[src/hw/rtl/a2obb_fifo.sv]
module a2obb_fifo #(
  parameter int WIDTH = 32,
  parameter int DEPTH = 2
) (
  input  logic             clk_i,
  input  logic             rst_ni,
  input  logic             wr_valid_i,
  output logic             wr_ready_o,
  input  logic [WIDTH-1:0] wr_data_i,
  output logic             rd_valid_o,
  input  logic             rd_ready_i,
  output logic [WIDTH-1:0] rd_data_o
);

  localparam int PtrW = (DEPTH > 1) ? $clog2(DEPTH) : 1;
  localparam int CntW = $clog2(DEPTH + 1);

  logic [WIDTH-1:0] mem_q [DEPTH];
  logic [PtrW-1:0]  wptr_q, rptr_q;
  logic [CntW-1:0]  cnt_q;
  logic             push, pop;

  assign wr_ready_o = (cnt_q != CntW'(DEPTH));
  assign rd_valid_o = (cnt_q != '0);
  assign rd_data_o  = mem_q[rptr_q];
  assign push       = wr_valid_i && wr_ready_o;
  assign pop        = rd_valid_o && rd_ready_i;

  always_ff @(posedge clk_i or negedge rst_ni) begin
    if (!rst_ni) begin
      wptr_q <= '0;
      rptr_q <= '0;
      cnt_q  <= '0;
    end else begin
      if (push) begin
        wptr_q <= (wptr_q == PtrW'(DEPTH - 1)) ? '0 : wptr_q + 1'b1;
      end
      if (pop) begin
        rptr_q <= (rptr_q == PtrW'(DEPTH - 1)) ? '0 : rptr_q + 1'b1;
      end
      cnt_q <= cnt_q + CntW'(push) - CntW'(pop);
    end
  end

  always_ff @(posedge clk_i) begin
    if (push) begin
      mem_q[wptr_q] <= wr_data_i;
    end
  end

endmodule

[config.mk]
export PLATFORM = sky130hd
export DESIGN_NAME = a2obb_fifo
export DESIGN_NICKNAME = d
export VERILOG_FILES = /design/src/hw/rtl/a2obb_fifo.sv
export SDC_FILE = /design/constraint.sdc
export NUM_CORES = 1
export LEC_CHECK = 0
export ABC_AREA = 1
export BUFFER_PORTS_ARGS = -buffer_cell sky130_fd_sc_hd__buf_2
export CAP_MARGIN = 20
export CORE_MARGIN = 10
export CORE_UTILIZATION = 46
export CTS_CLUSTER_DIAMETER = 150
export CTS_CLUSTER_SIZE = 25
export DETAILED_ROUTE_END_ITERATION = 10
export PLACE_DENSITY = 0.74
export SYNTH_ARGS = -nofsm -noshare
export SYNTH_HDL_FRONTEND = slang
export SYNTH_SLANG_ARGS = --single-unit
[constraint.sdc]
create_clock -name clk_i -period 2.4 [get_ports clk_i]
set_clock_uncertainty 0.05 [all_clocks]
set_input_delay 0 -clock clk_i [delete_from_list [all_inputs] [get_ports clk_i]]
set_output_delay 0 -clock clk_i [all_outputs]
set_load 0.01 [all_outputs]
**Word-level counts from Yosys, hierarchy flattened**

Memories as Yosys holds them, arrays and structs flattened.
Cells that the tools add are included.

- Logic and storage cells: 16
- Memories kept: 1
- Register bits: 4
- Output and inout bits: 34
- Bits of input ports: 36
- Bits in writable memories: 64

- Add/subtract/negate cells: 4
- Multiplexer cells: 4
- Reductions and logical operators: 3
- Eq/ne operators: 1

Memory list:

| name | words | bits a word | read ports | clocked after memory_dff | wr ports | line | RTL |
|---|---|---|---|---|---|---|---|
| mem_q | 2 | 32 | 1 | 0 | 1 | 18 | `logic [WIDTH-1:0] mem_q [DEPTH];` |

Operators by type and width:

| operator | number |
|---|---|
| two-way mux 1 bit | 4 |
| adder 1 bit (second input constant) | 2 |
| adder 2 x 1 -> 2 bit | 1 |
| logical AND 1 bit | 2 |
| inequality test 2 bit (second input constant) | 1 |
| nonzero test 2 bit | 1 |
| subtractor 2 x 1 -> 2 bit | 1 |

**Logic depth before layout (Yosys ltp)**

- Word-level depth: 4
- Depth in mapped cells: 12
- Mapped depth without buffers: 12

**Worst setup path after synthesis**

OpenSTA, ideal clock, no wires.

- Kind: register to register
- Start point: register cnt_q[1]
- End point: memory mem_q[0][0], enable pin
- Period minus slack after synthesis: 2,456 ps
- Buffers on the path: 0
- Arrival: 1,985 ps
- Stages on the path, launching flop included: 4
- Setup time: 421 ps
- Required time: 1,929 ps
- Slack: -56 ps
- Cells stage by stage: dfrtp_1 nand2_2 nand2_4 nor2_1

- Cells in the longest elaborated chain, start to end: 4

Ends and longest elaborated chain:

| element | line | RTL |
|---|---|---|
| start: declaration | 20 | `logic [CntW-1:0] cnt_q;` |
| start signal: assignment | 41 | `cnt_q <= cnt_q + CntW'(push) - CntW'(pop);` |
| inequality test 2 bit | 23 | `assign wr_ready_o = (cnt_q != CntW'(DEPTH));` |
| via wr_ready_o | 8 | `output logic wr_ready_o,` |
| logical AND 1 bit | 26 | `assign push = wr_valid_i && wr_ready_o;` |
| two-way mux 1 bit | 46 | `if (push) begin` |
| two-way mux 1 bit (implied by the code) | 47 | `mem_q[wptr_q] <= wr_data_i;` |
| end: declaration | 18 |  |

The timed path passes the listed nets, and every way through them passes these cells.

**Worst setup path after layout**

- Start point: register rptr_q
- End point: output rd_data_o[0]

- Cells in the longest elaborated chain, start to end: 1

Ends and longest elaborated chain:

| element | line | RTL |
|---|---|---|
| start: declaration | 19 | `logic [PtrW-1:0] wptr_q, rptr_q;` |
| start signal: assignment | 39 | `rptr_q <= (rptr_q == PtrW'(DEPTH - 1)) ? '0 : rptr_q + 1'b1;` |
| memory (2 x 32 bit) | - |  |
| end: declaration | 12 | `output logic [WIDTH-1:0] rd_data_o` |

No other way between the ends.

==> run summary <==
Worst-path clk slew: 70 ps
Largest net degree at the start of global routing: 34
Pre-antenna DRT Iters: 7
Most numerous cell in the Yosys netlist: nand2_1
Critical Path End Type: primary output
Leak: 1.56 nW
Reg2reg start: cnt_q[1]
Area growth syn-to-layout: 37.9%
CP max FO: 33
Placer Congestion: 0.820
Synth warn: 0
All-layer global routing usage: 0.123
Cells on worst reg2reg path: 4
Hold_sp: wr_data_i[31]
Root Buffer: clkbuf_8
Place WS: 761 ps
Max Freq: 573 MHz
Min-Delay Path Depth: 2
Crit path DAT: 1700 ps
Wl on met1: 2.13 mm
Drt total wl: 5.29 mm
Footprint of the multi-input gates: 489 um2
Antenna Nets Post-Route: 0
Post-Syn Area: 2590 um2
Prevailing post-synth register cell: edfxtp_1
Max rail drop VDD: 583 uV
Initial DRC count: 134
Worst reg2reg endpoint: mem_q[1][22]
Die ar.: 9030 um2
Final Hold Viols: 0
PortBufs: 69
Initial antenna violation count: 0
Worst Hold Endpoint: mem_q[0][31]
Rel. slew slack: 0.588
Actual slew at the worst max-slew pin: 618 ps
I/O pin count: 70
WL met3: 403 um
CTS H-Tree Depth: 3
CTS tree: built
Antenna diodes: 0
Setup TNS: 0 ps
Number of global-route vias before repair: 1838
Filler instances: 412
Post-synth EDFFs: 64
Status: complete, no violations
Synth area leaders: edfxtp_1 74%, nand2_1 15%, dfrtp_1 3.9%
HP Class: input pin to flip-flop
Post-CTS sizing: 0
Met2 wire len: 2.72 mm
Post-synth top area cell: edfxtp_1
Layout Nets: 348
Distinct cells, synth: 17
Max layer used: met4
CP peak stage delay: 740 ps
Synthesized flop and latch total: 68
R2R Setup Slk: 770 ps
Wire length per cell: 13.6 um
Mapped Cells: 199
Crit-path leading delay family: flip-flops
Slowest cell on crit path: dfrtp_1
Postcts setup bufs: 0
Synth top cells by count: 101 x nand2_1, 64 x edfxtp_1, 7 x inv_1
Vias/cell: 4.49
Initial Util: 0.473
Mean Syn Cell Area: 13.0 um2
DRC Markers: 0
Post-Syn Nets: 236
Ys async rst share: 0.0588
Synth top area share: 0.742
CTS Hold Bufs: 36
Clock latency on the worst-skew pair: 310 ps
Inserted Clock Buffers: 9
Post-synthesis sequential area ratio: 0.781
HPWL after DPL: 3.46 mm
Storage cell area: 2020 um2
Final worst-path cycle share: 0.728
CP required: 2350 ps
Gr ovfl total: 0
WS Path Type: flip-flop to primary output
Sinks on Clock Net: 68
Core Box Area: 5470 um2
Pwr Density: 1100 nW/um2
Worst Path Buf+Inv: 2
Slew Viols, Final: 0
RSZ-0062 raised after global routing: false
Share of layout cells above drive strength 1: 0.297
Setup ws final: 654 ps
Cell breakdown of the critical path: inv_4 -> nand2_1 -> nand2_1 -> buf_2
DIE HEIGHT: 95.0 um
Startpoint Class: flip-flop
Via count: 1744
Most frequent cell on the critical path: nand2_1
Final setup fails: 0
Clk buf depth: 2
Count of standard-cell rows: 27
Post-layout min period: 1750 ps
Max cap viols: 0
First-pass GRT wire length: 8.59 mm
Die Width: 95.0 um
## power breakdown
part           total [mW]  switching [mW]  internal (mW)
Sequential           1.75           0.125           1.62
Combinational        1.35           0.853          0.500
Clock               0.843           0.368          0.475
## layer usage
metal	vias to the layer above	track usage
met3	4	0.0416
met5	-	0
met2	55	0.216
met1	800	0.137
met4	0	0.0449
li1	885	-
## cell families after synthesis
group                    Yosys count  share of synthesized area
XOR/XNOR                           1                    0.00338
buffers and inverters             15                     0.0353
adder cells (fa/ha/maj)            1                    0.00483
flip-flops                        68                      0.781
AO/OA/AOI/OAI                      2                    0.00386
AND/OR/NAND/NOR                  112                      0.172
## worst max path at each step
stage	slack, ps	from	cells past startpoint	end
global route	540	rptr_q	4	rd_data_o[7]
CTS	650	rptr_q	4	rd_data_o[0]
detailed placement	760	cnt_q[1]	4	mem_q[1][25]
global placement	800	cnt_q[1]	4	mem_q[1][25]
finish	650	rptr_q	4	rd_data_o[0]
floorplan	440	cnt_q[1]	3	mem_q[1][0]
## cell type report
| type | count | share of cell area |
|---|---|---|
| Tap cell | 72 | 0.0252 |
| Inverter | 8 | 0.00911 |
| Clock inverter | 5 | 0.0147 |
| Timing Repair Buffer | 108 | 0.211 |
| Multi-Input combinational cell | 116 | 0.137 |
| Clock buffer | 11 | 0.0368 |
| Sequential cell | 68 | 0.566 |
## cell usage in the layout, fill, tap and decap left out
cell type / instances
nand2_1: 101
buf_2: 69
edfxtp_1: 64
dlygate4sd3_1: 36
clkbuf_8: 9
inv_1: 7
dfrtp_1: 4
nand2_2: 3
nand3_1: 2
nor2_2: 2
nor2_4: 2
clkinv_2: 2
clkbuf_1: 2
buf_12: 2
inv_4: 1
nor2_1: 1
o21ai_1: 1
nand2_4: 1
a21oi_1: 1
xor2_1: 1
ha_1: 1
clkinv_4: 1
clkinv_1: 1
bufinv_16: 1
buf_4: 1
## flip-flops by register name, indices dropped and copies added, names as in the netlist
signal / flops
mem_q: 64
cnt_q: 2
rptr_q: 1
wptr_q: 1
## metrics by stage
stage / std cells / hold slack, ps / total power, mW / cell area, um2 / utilization
after floorplan: 199 / -346 / 2.58 / 2590 / -
after global placement: 336 / -236 / 3.06 / 3030 / 0.553
after detailed placement: 336 / -235 / 3.09 / 3030 / 0.553
after CTS: 388 / 326 / 3.99 / 3570 / 0.652
after global routing: 388 / 353 / 4.21 / 3570 / 0.652
final: 388 / 352 / 3.94 / 3570 / 0.652
No activity file was read; power rests on OpenSTA's default activity.
